--- src/hdl/grid_wavefront_distance_unit_defines.svh ---
// Assertion macros shared by the grid wavefront distance unit.
// Included by the wavefront engine and the top level; no other dependencies.
`ifndef GRID_WAVEFRONT_DISTANCE_UNIT_DEFINES_SVH
`define GRID_WAVEFRONT_DISTANCE_UNIT_DEFINES_SVH

`ifndef SYNTHESIS

// same-cycle implication
`define GWD_ASSERT_IMPLY(name, clk, rstn, ante, cons, msg) \
  name: assert property (@(posedge clk) disable iff (!rstn) (ante) |-> (cons)) \
    else $error(msg);

// next-cycle implication
`define GWD_ASSERT_NEXT(name, clk, rstn, ante, cons, msg) \
  name: assert property (@(posedge clk) disable iff (!rstn) (ante) |=> (cons)) \
    else $error(msg);

`else

`define GWD_ASSERT_IMPLY(name, clk, rstn, ante, cons, msg)
`define GWD_ASSERT_NEXT(name, clk, rstn, ante, cons, msg)

`endif

`endif

--- src/hdl/gwd_pkg.sv ---
// Types and constants of the grid wavefront distance unit.
// Used by the wavefront engine, the top level and the bench; depends on nothing.
`timescale 1ns / 1ps

package gwd_pkg;

  localparam int GRID_SIDE        = 7;
  localparam int CELL_COUNT       = GRID_SIDE * GRID_SIDE;
  localparam int UNREACHABLE_COST = 100;
  localparam int CELL_W           = 6;
  localparam int DIST_W           = 7;
  localparam int CFG_INDEX_W      = 2;
  localparam int CFG_DATA_W       = CELL_COUNT;

  typedef logic [CELL_W-1:0]     cell_t;
  typedef logic [DIST_W-1:0]     dist_t;
  typedef logic [CELL_COUNT-1:0] mask_t;

  typedef enum logic [CFG_INDEX_W-1:0] {
    CFG_START_CELL = 2'd0,
    CFG_FORBIDDEN  = 2'd1,
    CFG_OCCUPIED   = 2'd2,
    CFG_CHECK_OCC  = 2'd3
  } cfg_reg_e;

  typedef enum logic {
    ACT_REBUILD = 1'b0,
    ACT_READ    = 1'b1
  } action_e;

  // distance map write request from the wavefront engine
  typedef struct packed {
    logic  en;
    cell_t addr;
    dist_t data;
  } gwd_wr_t;

  typedef struct packed {
    logic busy;
    logic done;
  } gwd_wave_stat_t;

endpackage

--- src/hdl/gwd_ram.sv ---
// Generic single-write, single-read RAM with registered read data.
// Stand-alone; holds the distance map of the grid wavefront distance unit.
`timescale 1ns / 1ps

module gwd_ram #(
  parameter int Width = 8,
  parameter int Depth = 64
) (
  input  logic                     clk_i,
  input  logic                     we_i,
  input  logic [$clog2(Depth)-1:0] waddr_i,
  input  logic [Width-1:0]         wdata_i,
  input  logic                     re_i,
  input  logic [$clog2(Depth)-1:0] raddr_i,
  output logic [Width-1:0]         rdata_o
);

  logic [Width-1:0] mem_q [Depth];
  logic [Width-1:0] rdata_q;

  always_ff @(posedge clk_i) begin
    if (we_i) begin
      mem_q[waddr_i] <= wdata_i;
    end
    if (re_i) begin
      rdata_q <= mem_q[raddr_i];
    end
  end

  assign rdata_o = rdata_q;

endmodule

--- src/hdl/gwd_wave.sv ---
// Wavefront engine: grows the reachable set one distance level at a time and
// writes every cell of the map exactly once. Depends on gwd_pkg.
`timescale 1ns / 1ps
`include "grid_wavefront_distance_unit_defines.svh"

module gwd_wave import gwd_pkg::*; (
  input  logic           clk_i,
  input  logic           rst_ni,
  input  logic           start_i,
  input  cell_t          start_cell_i,
  input  mask_t          passable_i,
  output gwd_wr_t        wr_o,
  output gwd_wave_stat_t stat_o
);

  typedef enum logic [2:0] {
    WV_IDLE  = 3'b001,
    WV_DRAIN = 3'b010,
    WV_FILL  = 3'b100
  } wave_state_e;

  wave_state_e state_q, state_d;
  mask_t       visited_q, visited_d;
  mask_t       layer_q, layer_d;
  mask_t       pending_q, pending_d;
  dist_t       level_q, level_d;

  mask_t from_n, from_s, from_w, from_e;
  mask_t grown, next_layer, seed, pending_low;
  cell_t low_idx;

  // neighbors of the current layer, one bit per cell
  for (genvar g = 0; g < CELL_COUNT; g++) begin : g_grow
    localparam int Row = g / GRID_SIDE;
    localparam int Col = g % GRID_SIDE;
    if (Row > 0) begin : g_n
      assign from_n[g] = layer_q[g - GRID_SIDE];
    end else begin : g_no_n
      assign from_n[g] = 1'b0;
    end
    if (Row < GRID_SIDE - 1) begin : g_s
      assign from_s[g] = layer_q[g + GRID_SIDE];
    end else begin : g_no_s
      assign from_s[g] = 1'b0;
    end
    if (Col > 0) begin : g_w
      assign from_w[g] = layer_q[g - 1];
    end else begin : g_no_w
      assign from_w[g] = 1'b0;
    end
    if (Col < GRID_SIDE - 1) begin : g_e
      assign from_e[g] = layer_q[g + 1];
    end else begin : g_no_e
      assign from_e[g] = 1'b0;
    end
  end

  assign grown       = from_n | from_s | from_w | from_e;
  assign next_layer  = grown & passable_i & ~visited_q;
  assign seed        = (start_cell_i < cell_t'(CELL_COUNT)) ? (mask_t'(1) << start_cell_i)
                                                            : '0;
  // isolate lowest pending cell
  assign pending_low = pending_q & (~pending_q + mask_t'(1));

  always_comb begin
    low_idx = '0;
    for (int i = 0; i < CELL_COUNT; i++) begin
      if (pending_low[i]) begin
        low_idx = low_idx | cell_t'(i);
      end
    end
  end

  always_comb begin
    state_d     = state_q;
    visited_d   = visited_q;
    layer_d     = layer_q;
    pending_d   = pending_q;
    level_d     = level_q;
    wr_o        = '0;
    stat_o.busy = (state_q != WV_IDLE);
    stat_o.done = 1'b0;
    unique case (state_q)
      WV_IDLE: begin
        if (start_i) begin
          visited_d = seed;
          layer_d   = seed;
          pending_d = seed;
          level_d   = '0;
          state_d   = WV_DRAIN;
        end
      end
      WV_DRAIN: begin
        if (|pending_q) begin
          wr_o.en   = 1'b1;
          wr_o.addr = low_idx;
          wr_o.data = level_q;
          pending_d = pending_q & ~pending_low;
        end else if (next_layer == '0 || level_q == dist_t'(UNREACHABLE_COST - 1)) begin
          // everything not reached yet stays unreachable
          pending_d = ~visited_q;
          state_d   = WV_FILL;
        end else begin
          layer_d   = next_layer;
          pending_d = next_layer;
          visited_d = visited_q | next_layer;
          level_d   = level_q + 1'b1;
        end
      end
      WV_FILL: begin
        if (|pending_q) begin
          wr_o.en   = 1'b1;
          wr_o.addr = low_idx;
          wr_o.data = dist_t'(UNREACHABLE_COST);
          pending_d = pending_q & ~pending_low;
        end else begin
          stat_o.done = 1'b1;
          state_d     = WV_IDLE;
        end
      end
      default: state_d = WV_IDLE;
    endcase
  end

  always_ff @(posedge clk_i or negedge rst_ni) begin
    if (!rst_ni) begin
      state_q   <= WV_IDLE;
      visited_q <= '0;
      layer_q   <= '0;
      pending_q <= '0;
      level_q   <= '0;
    end else begin
      state_q   <= state_d;
      visited_q <= visited_d;
      layer_q   <= layer_d;
      pending_q <= pending_d;
      level_q   <= level_d;
    end
  end

  `GWD_ASSERT_IMPLY(a_wr_one_cell, clk_i, rst_ni, wr_o.en, $onehot(pending_low), "write without single pending cell")
  `GWD_ASSERT_NEXT(a_visited_grows, clk_i, rst_ni, state_q == WV_DRAIN, (visited_q & $past(visited_q)) == $past(visited_q), "visited set lost a cell")
  `GWD_ASSERT_IMPLY(a_level_bound, clk_i, rst_ni, stat_o.busy, level_q < dist_t'(UNREACHABLE_COST), "level reached unreachable cost")

endmodule

--- src/hdl/grid_wavefront_distance_unit.sv ---
// Grid wavefront distance unit: a read item goes from acceptance to a result in the output
// register through its steps (accept with the map read issued, capture, hand-off); a read
// before the first rebuild or of a cell outside the grid skips the map. A rebuild item makes
// 49 map writes, one per cycle through the single write port of the map memory, level by
// level of the wavefront on the 7x7 grid. The map reads as unreachable everywhere after
// reset until the first rebuild; no clearing pass is run. One item is worked on at a time;
// the next one is accepted while the previous result waits in the output register.
// Depends on gwd_pkg, gwd_ram and gwd_wave.
`timescale 1ns / 1ps
`include "grid_wavefront_distance_unit_defines.svh"

module grid_wavefront_distance_unit import gwd_pkg::*; (
  input  logic                   clk_i,
  input  logic                   rst_ni,
  input  logic                   cfg_valid,
  output logic                   cfg_ready,
  input  logic [CFG_INDEX_W-1:0] cfg_index_i,
  input  logic [CFG_DATA_W-1:0]  cfg_data_i,
  input  logic                   s_axis_tvalid,
  output logic                   s_axis_tready,
  input  logic [7:0]             s_axis_tdata,   // [5:0] cell_req
  input  logic [0:0]             s_axis_tuser,   // [0] action
  output logic                   m_axis_tvalid,
  input  logic                   m_axis_tready,
  output logic [7:0]             m_axis_tdata,   // [6:0] distance
  output logic [0:0]             m_axis_tuser    // [0] reachable
);

  typedef enum logic [3:0] {
    ST_IDLE  = 4'b0001,
    ST_BUILD = 4'b0010,
    ST_READ  = 4'b0100,
    ST_RESP  = 4'b1000
  } top_state_e;

  top_state_e state_q, state_d;
  cell_t      start_cell_q;
  mask_t      forbidden_q, occupied_q;
  logic       check_occ_q;
  logic       built_q, built_d;
  dist_t      res_dist_q, res_dist_d;
  logic       res_reach_q, res_reach_d;
  logic       out_valid_q, out_valid_d;
  dist_t      out_dist_q, out_dist_d;
  logic       out_reach_q, out_reach_d;

  logic           in_acc, out_load, ram_re, wave_start;
  cell_t          in_cell;
  action_e        in_action;
  mask_t          passable;
  dist_t          ram_rdata;
  gwd_wr_t        wave_wr;
  gwd_wave_stat_t wave_stat;

  // configuration registers
  assign cfg_ready = 1'b1;

  always_ff @(posedge clk_i or negedge rst_ni) begin
    if (!rst_ni) begin
      start_cell_q <= '0;
      forbidden_q  <= '0;
      occupied_q   <= '0;
      check_occ_q  <= 1'b1;
    end else if (cfg_valid && cfg_ready) begin
      unique case (cfg_reg_e'(cfg_index_i))
        CFG_START_CELL: start_cell_q <= cfg_data_i[CELL_W-1:0];
        CFG_FORBIDDEN:  forbidden_q  <= cfg_data_i;
        CFG_OCCUPIED:   occupied_q   <= cfg_data_i;
        CFG_CHECK_OCC:  check_occ_q  <= cfg_data_i[0];
        default:        ;
      endcase
    end
  end

  assign passable = ~(forbidden_q | (occupied_q & {CELL_COUNT{check_occ_q}}));

  gwd_wave u_wave (
    .clk_i       (clk_i),
    .rst_ni      (rst_ni),
    .start_i     (wave_start),
    .start_cell_i(start_cell_q),
    .passable_i  (passable),
    .wr_o        (wave_wr),
    .stat_o      (wave_stat)
  );

  // reads only happen in idle, writes only during a rebuild: no overlap
  gwd_ram #(
    .Width(DIST_W),
    .Depth(CELL_COUNT)
  ) u_map (
    .clk_i  (clk_i),
    .we_i   (wave_wr.en),
    .waddr_i(wave_wr.addr),
    .wdata_i(wave_wr.data),
    .re_i   (ram_re),
    .raddr_i(in_cell),
    .rdata_o(ram_rdata)
  );

  assign s_axis_tready = (state_q == ST_IDLE);
  assign in_acc        = s_axis_tvalid && s_axis_tready;
  assign in_action     = action_e'(s_axis_tuser[0]);
  assign in_cell       = s_axis_tdata[CELL_W-1:0];
  assign out_load      = (state_q == ST_RESP) && (!out_valid_q || m_axis_tready);

  always_comb begin
    state_d     = state_q;
    built_d     = built_q;
    res_dist_d  = res_dist_q;
    res_reach_d = res_reach_q;
    ram_re      = 1'b0;
    wave_start  = 1'b0;
    unique case (state_q)
      ST_IDLE: begin
        if (in_acc) begin
          if (in_action == ACT_REBUILD) begin
            wave_start = 1'b1;
            state_d    = ST_BUILD;
          end else if (built_q && in_cell < cell_t'(CELL_COUNT)) begin
            ram_re  = 1'b1;
            state_d = ST_READ;
          end else begin
            res_dist_d  = dist_t'(UNREACHABLE_COST);
            res_reach_d = 1'b0;
            state_d     = ST_RESP;
          end
        end
      end
      ST_BUILD: begin
        if (wave_stat.done) begin
          built_d     = 1'b1;
          res_dist_d  = '0;
          res_reach_d = 1'b0;
          state_d     = ST_RESP;
        end
      end
      ST_READ: begin
        res_dist_d  = ram_rdata;
        res_reach_d = (ram_rdata < dist_t'(UNREACHABLE_COST));
        state_d     = ST_RESP;
      end
      ST_RESP: begin
        if (out_load) begin
          state_d = ST_IDLE;
        end
      end
      default: state_d = ST_IDLE;
    endcase
  end

  // output register
  always_comb begin
    out_valid_d = out_valid_q;
    out_dist_d  = out_dist_q;
    out_reach_d = out_reach_q;
    if (out_load) begin
      out_valid_d = 1'b1;
      out_dist_d  = res_dist_q;
      out_reach_d = res_reach_q;
    end else if (m_axis_tready) begin
      out_valid_d = 1'b0;
    end
  end

  always_ff @(posedge clk_i or negedge rst_ni) begin
    if (!rst_ni) begin
      state_q     <= ST_IDLE;
      built_q     <= 1'b0;
      out_valid_q <= 1'b0;
    end else begin
      state_q     <= state_d;
      built_q     <= built_d;
      out_valid_q <= out_valid_d;
    end
  end

  always_ff @(posedge clk_i) begin
    res_dist_q  <= res_dist_d;
    res_reach_q <= res_reach_d;
    out_dist_q  <= out_dist_d;
    out_reach_q <= out_reach_d;
  end

  assign m_axis_tvalid = out_valid_q;
  assign m_axis_tdata  = {1'b0, out_dist_q};
  assign m_axis_tuser  = out_reach_q;

  `GWD_ASSERT_IMPLY(a_no_read_in_build, clk_i, rst_ni, ram_re, !wave_stat.busy, "map read during rebuild")
  `GWD_ASSERT_IMPLY(a_done_in_build, clk_i, rst_ni, wave_stat.done, state_q == ST_BUILD, "rebuild done outside build")
  `GWD_ASSERT_IMPLY(a_reach_bound, clk_i, rst_ni, m_axis_tvalid && m_axis_tuser[0], out_dist_q < dist_t'(UNREACHABLE_COST), "reachable result with unreachable distance")
  `GWD_ASSERT_NEXT(a_resp_hold, clk_i, rst_ni, state_q == ST_RESP && out_valid_q && !m_axis_tready, state_q == ST_RESP, "result dropped while output stalled")

endmodule

--- config.mk ---
export PLATFORM = sky130hd
export DESIGN_NAME = grid_wavefront_distance_unit
export DESIGN_NICKNAME = d
export VERILOG_FILES = /design/src/hdl/gwd_pkg.sv /design/src/hdl/gwd_ram.sv /design/src/hdl/gwd_wave.sv /design/src/hdl/grid_wavefront_distance_unit.sv
export VERILOG_INCLUDE_DIRS = /design/src /design/src/hdl
export SDC_FILE = /design/constraint.sdc
export NUM_CORES = 1
export LEC_CHECK = 0
export ABC_AREA = 1
export BUFFER_PORTS_ARGS = -buffer_cell sky130_fd_sc_hd__buf_2
export CAP_MARGIN = 30
export CORE_AREA = 3 3 288 205
export CTS_CLUSTER_SIZE = 25
export DETAILED_ROUTE_END_ITERATION = 6
export DIE_AREA = 0 0 291 208
export PLACE_DENSITY_LB_ADDON = 0.25
export SETUP_SLACK_MARGIN = 0.05
export SYNTH_ARGS = -nofsm -noshare
export SYNTH_HDL_FRONTEND = slang
export SYNTH_SLANG_ARGS = --single-unit
--- constraint.sdc ---
create_clock -name clk_i -period 7.7 [get_ports clk_i]
set_input_delay 1.155 -clock clk_i [delete_from_list [all_inputs] [get_ports clk_i]]
set_output_delay 1.155 -clock clk_i [all_outputs]
set_load 0.01 [all_outputs]
Word level (Yosys, flattened, before mapping):

Memory sizes are Yosys's and may differ from the RTL's. A register that Yosys moved wholly into a read port is not among the register bits.
Cells that the tools add are included.

* logic and storage cells: 252
* bits of input ports: 65
* bits in writable memories: 343
* memories: 1
* bits in registers: 284
* output and inout bits: 12

* shifts and indexed selects: 1
* eq/ne operators: 26
* $add $sub $neg: 2
* muxes and demuxes: 166
* reduce and logical (&&, ||, !) cells: 23
* order comparisons: 3
* bitwise operators: 14

Memory list
* u_map.mem_q: depth 49, width 7, rd ports 1, clocked after Yosys merged registers in 1, wr ports 1, RTL line gwd_ram.sv:18 `logic [Width-1:0] mem_q [Depth];`

Operators by type and width (number)
* $mux 49: 24
* $and 49x49->49: 5
* $not 49->49: 4
* $pmux 49 s2: 2
* $or 49x49->49: 3
* $pmux 49 s3: 1
* $mux 7: 18
* $mux 6: 19
* $mux 4: 21
* $mux 5: 16
* $mux 14: 4
* $add 49x1->49 const B: 1
* $logic_not 49->1: 1
* $or 49x42->49: 1
* $or 49x48->49: 1
* $reduce_or 49->1: 1
* $shl 1x6->49 const A: 1
* $mux 1: 40
* $mux 3: 13
* $pmux 14 s2: 1
* $pmux 7 s3: 1
* $ne 2x1->1 const B: 10
* $pmux 4 s4: 1
* $pmux 7 s2: 1
* other kinds (27): 45

Logic depth before layout (Yosys ltp):

Gate-level depths: netlist (run 1).

* depth in word-level cells: 56
* gate-level depth with buffers: 19
* gate-level depth less buffers: 16

Hierarchy:

A second synthesis (run 1) with hierarchy kept.

* cells, all modules: 3803
* area total of the unflattened synthesis: 31481.4 µm²

By module, submodules not included
* gwd_ram: sequential area each 10510.1 µm², area an instance 14372.5 µm², times used 1, cells an instance 1222
* gwd_wave: sequential area each 3930.0 µm², area an instance 11985.2 µm², times used 1, cells an instance 2050
* grid_wavefront_distance_unit: sequential area each 3260.6 µm², area an instance 5123.7 µm², times used 1, cells an instance 531

Worst setup path before layout (run 1):

Ideal clock, no wire load.

* path kind: reg-to-reg
* start point: register u_wave.pending_q[1]
* end point: memory u_map.mem_q[0][2] (netlist name), data pin
* library setup time: 586 ps
* period minus slack after synthesis: 4113 ps
* setup slack: 3587 ps
* required time: 7114 ps
* data arrival time: 3527 ps
* stages on the path, launching flop included: 12
* path buffers: 1
* cells stage by stage: dfrtp_1 -> nor2_4 -> nand2_2 -> nor2_8 -> nand2_4 -> nor2_4 -> nand2_2 -> nor2_4 -> nor2_4 -> clkbuf_1 -> inv_1 -> o21ai_0

* longest elaborated chain between the ends: 4
* elaborated cells on any way between the ends: 6
* classes of those cells: 5 x mux; 1 x reduce/logical

RTL lines
* start: declaration: RTL line gwd_wave.sv:25 `mask_t pending_q, pending_d;`
* start signal: assignment: RTL line gwd_wave.sv:136 `pending_q <= pending_d;`
* $reduce_or 49->1 *: RTL line gwd_wave.sv:94, gwd_wave.sv:111
* $mux 14 (on tied branches): RTL line gwd_wave.sv:111, gwd_wave.sv:94
* $mux 14: RTL line gwd_wave.sv:83 `unique case (state_q)`
* $pmux 14 s2 *: RTL line gwd_wave.sv:83
* named net u_map.wdata_i[2]: RTL line gwd_ram.sv:12 `input logic [Width-1:0] wdata_i,`
* end: declaration: RTL line gwd_ram.sv:18

Mark *: on every way through the listed nets, which the timed path passes. The rest lies on a longest branch. The select of a mux whose other input is x is not followed.

Final worst setup path (run 1):

* start point: register check_occ_q
* end point: register u_wave.layer_q[42]

* longest elaborated chain between the ends: 11
* elaborated cells on any way between the ends: 15
* classes of those cells: 1 x eq/ne; 6 x mux; 5 x bitwise; 3 x reduce/logical

RTL lines
* start: declaration: RTL line grid_wavefront_distance_unit.sv:39 `logic check_occ_q;`
* start signal: assignment: RTL line grid_wavefront_distance_unit.sv:69 `CFG_CHECK_OCC: check_occ_q <= cfg_data_i[0];`
* $and 49x49->49 *: RTL line grid_wavefront_distance_unit.sv:75 `assign passable = ~(forbidden_q | (occupied_q & {CELL_COUNT{check_occ_q}}));`
* $or 49x49->49 *: RTL line grid_wavefront_distance_unit.sv:75
* $not 49->49 *: RTL line grid_wavefront_distance_unit.sv:75
* $and 49x49->49 * (2 in series): RTL line gwd_wave.sv:59 `assign next_layer = grown & passable_i & ~visited_q;`
* $mux 49: RTL line gwd_wave.sv:99 `end else if (next_layer == '0 || level_q == dist_t'(UNREACHABLE_COST - 1)) begin`
* $mux 49: RTL line gwd_wave.sv:94 `if (|pending_q) begin`
* $mux 49: RTL line gwd_wave.sv:83
* $mux 49: RTL line gwd_wave.sv:94
* $mux 49: RTL line gwd_wave.sv:83
* $pmux 49 s2: RTL line gwd_wave.sv:83
* end signal: assignment: RTL line gwd_wave.sv:135 `layer_q <= layer_d;`
* end: declaration: RTL line gwd_wave.sv:24 `mask_t layer_q, layer_d;`

Mark *: on every way between the ends. The rest lies on a longest branch, timed or not. The select of a mux whose other input is x is not followed.
A chain may end at the register's enable or synchronous reset.

==> impl_metrics.py, run 1 <==
metrics = {
    "status": {
        "status": "complete, no violations",
    },
    "floorplan": {
        "start_util_pct": 54.7,
        "ios": 77,
        "dieArea_um2": 60500,
        "rows": 73,
        "die_x_um": 291,
        "die_h_um": 208,
        "coreArea_um2": 56500,
    },
    "worst_setup_path": {
        "required_ns": 8.25,
        "cp.arrival_ns": 5.65,
        "crit_fanout": 176,
        "worstSetupStartpointType": "register",
        "critPathKind": "reg2reg",
        "cp_cell_sequence": "buf_4, a21oi_1, nand3b_1, nand2_1, nor3_1, nand2_1, nor2_1, nand2_1, nand2_2, nand2_1, nand3_4, buf_12, nand2_1, o21ai_1",
        "path_buf_inv": 2,
        "cpLargestDelayFamily": "simple AND/OR/NAND/NOR gates",
        "end_kind": "register",
        "worst_path_most_repeated_cell": "nand2_1",
        "max_stage_delay_ns": 0.97,
        "rrSetupSlack_ns": 2.59,
        "cp_slowest_cell": "dfstp_2",
    },
    "logic_synthesis": {
        "synthFlopType": "edfxtp_1",
        "synthesis.instances": 3532,
        "ys_seq_area_share_pct": 57.3,
        "ys_warn_count": 0,
        "synth_area_um2": 30900,
        "syn_area_per_cell_um2": 8.75,
        "syn_nets": 3598,
        "synth_seq_cells": 634,
        "synth-edff-count": 366,
        "async_reset_ff_share_pct": 42.3,
        "ys_types": 51,
    },
    "min_path": {
        "min_path_type": "reg2reg",
    },
    "timing": {
        "finalSetupViolations": 0,
        "final-max-slew-violation-count": 0,
        "whs_ns": 0.420,
        "timing.final.crit_share_pct": 66.3,
        "fin_ws_ns": 2.59,
        "layout_min_cycle_time_ns": 5.11,
        "skew_ns": 0.0224,
        "worst_pin_slew_ns": 1.11,
        "hold_viol": 0,
        "grt_setup_unrepaired": "no",
        "fin_setup_tns_ns": 0,
        "slew_headroom_pct": 25.7,
        "fmax_mhz": 196,
    },
    "detailed_routing": {
        "first_pass_iters": 6,
        "antenna_left": 0,
        "wirelength_mm": 88.3,
        "post_drt_wl_per_cell_um": 20.4,
        "drt_iter0_markers": 3590,
        "vias": 25258,
        "drt-vias-per-instance": 5.85,
        "drc_errors": 0,
    },
    "clock_tree": {
        "cts_max_level": 2,
        "postCtsSetupBuffers": 0,
        "clk_latency_ns": 0.65,
        "max-clock-path-buffers": 3,
        "cts_tree": "yes",
        "numCtsBuffers": 59,
        "cts_hold_buf": 0,
        "cts_resized": 0,
        "cts-root-buf": "clkbuf_16",
        "cts.sinks": 634,
        "clkTransAtPathRegs_ns": 0.06,
    },
    "placed_design": {
        "place_congestion": 1.01,
        "place_ws_ns": 2.87,
        "dpl-instance-area_um2": 31800,
        "hpwl_mm": 59.5,
        "io_buffers": 72,
    },
    "global_route": {
        "top_usage_layer": "met1",
        "grt.overflow.total": 0,
        "grt_use_total_pct": 28.4,
        "use_met1_pct": 44.6,
        "met2_usage_pct": 37.2,
        "grt_pass1_wl_mm": 134,
        "grt_use_met3_pct": 10.6,
        "grt_max_degree": 177,
        "grt_pass1_vias": 22926,
        "antenna_found_initial": 0,
    },
    "power_and_ir_drop": {
        "leakage_nw": 14.4,
        "irDropWorstVdd_uv": 355,
        "p_per_area_nw_per_um2": 327,
    },
    "layout": {
        "stdcell_area_um2": 33800,
        "utilization_pct": 59.8,
        "area_growth_syn_to_layout_pct": 9.35,
        "diodes": 0,
        "fill_cells": 4857,
        "drive_gt1_share_pct": 8.46,
        "nets": 3584,
    },
    "job": {
        "drv_cap": 0,
    },
}
## synthesized netlist by cell type (36+ instances only)
library cell / n / area [um^2]
o221ai_1: 38 / 333
nand3_1: 173 / 866
inv_1: 311 / 1170
nor3_1: 46 / 230
nand2_1: 763 / 2860
clkbuf_1: 129 / 484
o21ai_2: 43 / 377
dfrtp_1: 265 / 6630
edfxtp_1: 366 / 11000
a31oi_1: 36 / 225
o22ai_1: 49 / 307
o21ai_0: 387 / 1940
nor2_1: 580 / 2180
a21oi_1: 139 / 696
## cells in the final DEF, fill, tap and decap left out, types with 15 or more instances in the layout
| cell | Yosys | routed |
|---|---|---|
| nor2_4 | 11 | 15 |
| nand3b_1 | 19 | 19 |
| nand2_1 | 763 | 762 |
| nand4_1 | 15 | 15 |
| o22ai_1 | 49 | 49 |
| o21ai_2 | 43 | 43 |
| a21oi_1 | 139 | 139 |
| clkbuf_16 | 0 | 60 |
| buf_4 | 4 | 24 |
| a31oi_1 | 36 | 36 |
| o21ai_1 | 30 | 30 |
| nor3_1 | 46 | 46 |
| buf_2 | 17 | 69 |
| inv_1 | 311 | 310 |
| nand3_1 | 173 | 171 |
| dfrtp_1 | 265 | 265 |
| o21ai_0 | 387 | 385 |
| nor2_1 | 580 | 576 |
| o221ai_1 | 38 | 38 |
| edfxtp_1 | 366 | 366 |
| clkbuf_1 | 129 | 15 |
## worst register-to-register path, cell delays in order (launching register included)
cell and delay [ns]:
dfstp_2 0.97, buf_4 0.36, a21oi_1 0.16, nand3b_1 0.14, nand2_1 0.07, nor3_1 0.27, nand2_1 0.16, nor2_1 0.11
nand2_1 0.36, nand2_2 0.90, nand2_1 0.35, nand3_4 0.18, buf_12 0.58, nand2_1 0.31, o21ai_1 0.11
## registers in the layout (all words and copies together) (netlist names), 3 cells and up
register and count:
u_map.mem_q 343, forbidden_q 49, occupied_q 49, u_wave.layer_q 49, u_wave.pending_q 49, u_wave.visited_q 49, out_dist_q 7, res_dist_q 7
u_map.rdata_o 7, u_wave.level_q 7, start_cell_q 6, state_q 4, u_wave.state_q 3
## routing by layer
metal,routed length (um),part of all wire [%],vias up
met2,34500,39,1377
met1,39100,44,11931
met3,13000,15,123
li1,-,-,11825
met5,113,0.13,-
met4,1570,1.8,2
## stage by stage
| stage | instances | power [mW] |
|---|---|---|
| after floorplan | 3532 | 6.98 |
| after global placement | 4204 | 7.84 |
| after detailed placement | 4207 | 7.90 |
| after CTS | 4318 | 10.9 |
| after global routing | 4318 | 11.6 |
| final | 4318 | 11.0 |
## cell families (layout without fill, tap and decap cells)
logic type	after synthesis	count (layout)	synth area share (%)
xor gates and xnor gates	3	3	0.0850
DFF	634	634	57.3
adders and majority gates	1	1	0.0405
other	2	2	0.0243
AOI/OAI and AO/OA	748	748	13.7
buffers and inverters	494	530	6.60
and+or+nand+nor	1650	1650	22.3
## path summary, 6_finish.rpt
path                                  start                    to  depth (start not counted)
min in group asynchronous            rst_ni        forbidden_q[2]                          1
worst max register to register  check_occ_q    u_wave.layer_q[42]                         14
worst min register to register  res_reach_q          m_axis_tuser                          0
worst min-delay path            res_reach_q          m_axis_tuser                          0
max in group asynchronous            rst_ni  u_wave.visited_q[36]                          2
worst max-delay path            check_occ_q    u_wave.layer_q[42]                         14
## report_power, final
| group | switching [mW] | leakage [nW] | internal [mW] |
|---|---|---|---|
| clock | 1.33 | 0.978 | 1.72 |
| combinational | 2.77 | 6.53 | 0.908 |
| sequential | 0.342 | 6.87 | 3.97 |
| total | 4.44 | 14.4 | 6.60 |
## layout make-up
cell class,count,area (um^2),share of cell area [%]
inverters,319,1200,3.55
clock inverters,29,367,1.08
repair buffers,100,683,2.02
flip-flops and latches,634,17700,52.4
clock buffers,82,1650,4.90
well taps,750,938,2.78
multi-input cells,2404,11200,33.3
Note: power is estimated with default switching activity, not from simulation.
==> inputs of run 2 (changes only) <==
--- a/config.mk
+++ b/config.mk
@@ -6,13 +6,13 @@
 export SDC_FILE = /design/constraint.sdc
 export NUM_CORES = 1
 export LEC_CHECK = 0
-export ABC_AREA = 1
+export ABC_AREA = 0
 export BUFFER_PORTS_ARGS = -buffer_cell sky130_fd_sc_hd__buf_2
 export CAP_MARGIN = 30
-export CORE_AREA = 3 3 288 205
+export CORE_AREA = 3 3 277 197
 export CTS_CLUSTER_SIZE = 25
 export DETAILED_ROUTE_END_ITERATION = 6
-export DIE_AREA = 0 0 291 208
+export DIE_AREA = 0 0 280 200
 export PLACE_DENSITY_LB_ADDON = 0.25
 export SETUP_SLACK_MARGIN = 0.05
 export SYNTH_ARGS = -nofsm -noshare
==> constraint.sdc (replaced) <==
create_clock -name clk_i -period 5.1 [get_ports clk_i]
set_input_delay 0.765 -clock clk_i [delete_from_list [all_inputs] [get_ports clk_i]]
set_output_delay 0.765 -clock clk_i [all_outputs]
set_load 0.01 [all_outputs]
==> impl_metrics.py, run 2 <==
metrics = {
    "detailed_routing": {
        "drt_iter0_markers": 2736,
        "post_drt_wl_per_cell_um": 27.3,
        "wirelength_mm": 78.2,
        "antenna_left": 0,
        "vias": 19379,
        "first_pass_iters": 6,
        "drt-vias-per-instance": 6.76,
        "drc_errors": 0,
    },
    "clock_tree": {
        "numCtsBuffers": 59,
        "postCtsSetupBuffers": 0,
        "cts_hold_buf": 0,
        "max-clock-path-buffers": 3,
        "clk_latency_ns": 0.63,
        "cts_max_level": 2,
        "cts.sinks": 634,
        "cts_resized": 0,
        "clkTransAtPathRegs_ns": 0.07,
        "cts-root-buf": "clkbuf_16",
        "cts_tree": "yes",
    },
    "logic_synthesis": {
        "async_reset_ff_share_pct": 42.3,
        "post-synth-top-count-cell": "edfxtp_1",
        "synth_area_um2": 28500,
        "ys_warn_count": 0,
        "syn_area_per_cell_um2": 13.8,
        "syn_nets": 2131,
        "synthSimpleGateAreaFrac_pct": 9.63,
        "synth_top_family_by_area": "multiplexers",
        "synth_seq_cells": 634,
        "synthesis.instances": 2065,
        "post-synth-top-area-fraction_pct": 38.5,
        "synthTopCellsByArea": "edfxtp_1, dfrtp_1, mux4_2, mux2_2, a21oi_1",
        "synthFlopType": "edfxtp_1",
        "synth_fa_ha_area_share_pct": 0.0439,
        "ys_seq_area_share_pct": 62.0,
        "synth-edff-count": 366,
        "ys_types": 80,
        "synth-xor-area-share_pct": 0.123,
        "muxShareOfSynthArea_pct": 13.0,
        "synth_compound_area_share_pct": 12.9,
        "synth_top_cell_by_area": "edfxtp_1",
        "synthTopCellsByCount": "edfxtp_1, dfrtp_1, nand2_1, a21oi_1, mux4_2",
    },
    "layout": {
        "area_growth_syn_to_layout_pct": 11.5,
        "final_common_cell": "edfxtp_1",
        "drive_gt1_share_pct": 22.6,
        "nets": 2200,
        "regMostFlops": "u_map.mem_q",
        "diodes": 0,
        "stdcell_area_um2": 31800,
        "layout_common_cells": "edfxtp_1, dfrtp_1, nand2_1",
        "largest_reg_flops": 343,
    },
    "global_route": {
        "grt.overflow.total": 0,
        "antenna_found_initial": 2,
        "grt_pass1_wl_mm": 118,
        "grt_max_degree": 94,
        "use_met1_pct": 44.6,
        "grt_use_total_pct": 28.2,
        "top_usage_layer": "met1",
        "met2_usage_pct": 39.3,
        "grt_use_met3_pct": 8.09,
        "grt_pass1_vias": 18873,
    },
    "min_path": {
        "min_path_type": "in2async",
    },
    "floorplan": {
        "rows": 70,
        "dieArea_um2": 56000,
        "die_h_um": 200,
        "die_x_um": 280,
        "start_util_pct": 54.8,
        "coreArea_um2": 52100,
        "ios": 77,
    },
    "worst_setup_path": {
        "end_kind": "register",
        "rr_worst_depth": 9,
        "critPathKind": "reg2reg",
        "required_ns": 5.36,
        "crit_fanout": 8,
        "worstSetupStartpointType": "register",
        "cp.arrival_ns": 4.80,
    },
    "timing": {
        "layout_min_cycle_time_ns": 4.54,
        "timing.final.crit_share_pct": 89.0,
        "final-max-slew-violation-count": 0,
        "worst_pin_slew_ns": 1.07,
        "skew_ns": 0.0227,
        "slew_headroom_pct": 27.8,
        "fmax_mhz": 220,
        "hold_viol": 0,
        "fin_setup_tns_ns": 0,
        "grt_setup_unrepaired": "no",
        "finalSetupViolations": 0,
    },
    "power_and_ir_drop": {
        "p_per_area_nw_per_um2": 341,
        "irDropWorstVdd_uv": 266,
        "leakage_nw": 10.6,
    },
    "placed_design": {
        "place_congestion": 0.993,
        "io_buffers": 72,
        "hpwl_mm": 54.2,
        "dpl-instance-area_um2": 29700,
    },
    "status": {
        "status": "complete, no violations",
    },
    "job": {
        "drv_cap": 0,
    },
}
==> run 2: power by group <==
part	total [mW]	switching, mW	internal [mW]
Clock	4.57	1.94	2.63
Sequential	5.66	0.120	5.54
Combinational	0.628	0.354	0.274
==> run 2: worst paths after layout <==
check                                     from                 end  slack, ns
min reg2reg                      res_dist_q[6]       out_dist_q[6]       0.42
min                                     rst_ni      occupied_q[46]       0.15
max reg2reg                u_wave.pending_q[1]  u_map.mem_q[12][6]       0.56
min in group clk_i                s_axis_tuser          state_q[1]       0.37
max                        u_wave.pending_q[1]  u_map.mem_q[12][6]       0.56
max in group asynchronous               rst_ni      forbidden_q[5]       3.74
==> run 2: through the flow <==
stage / setup WS [ns] / power [mW] / utilization [%] / hold WS (ns) / cells
2_1_floorplan: 1.25 / 6.11 / - / 0.400 / 2065
3_3_place_gp: 0.803 / 6.35 / 57.0 / 0.401 / 2747
3_5_place_dp: 0.707 / 6.38 / 57.1 / 0.405 / 2753
4_1_cts: 0.704 / 10.9 / 60.9 / 0.161 / 2862
5_1_grt: 0.348 / 11.2 / 61.0 / 0.183 / 2866
6_report: 0.560 / 10.9 / 61.0 / 0.148 / 2866
==> run 2: cells by family (layout without fill, tap and decap cells) <==
family / count (synthesis) / count (layout)
xor+xnor: 4 / 4
other cells: 2 / 2
compound gates: 537 / 537
mux: 218 / 218
flops: 634 / 634
buf+inv: 147 / 264
fa+ha+maj: 1 / 1
simple gates: 522 / 522
==> run 2: area by class of cell <==
class	instances	area, um^2
flip-flops and latches	634	17700
well taps	684	856
clock inverters	35	449
multi-input cells	1284	10300
inverters	27	101
clock buffers	74	1550
repair buffers	128	877
fillers	3848	20300
==> run 2: critical path: stages (launching register included) <==
cell	delay, ns
dfrtp_1	0.47
nor4_4	0.48
nand4b_2	0.40
buf_4	0.33
nor3_2	0.44
nand4_1	0.32
o2111ai_2	0.24
o21ai_0	0.22
or3_1	0.59
nor2_1	0.68
==> run 2: metal layers <==
layer / vias to the layer above / routed length, um
met2: 1039 / 32700
met5: - / 30
met4: 4 / 1220
met1: 9942 / 34600
li1: 8283 / -
met3: 111 / 9660
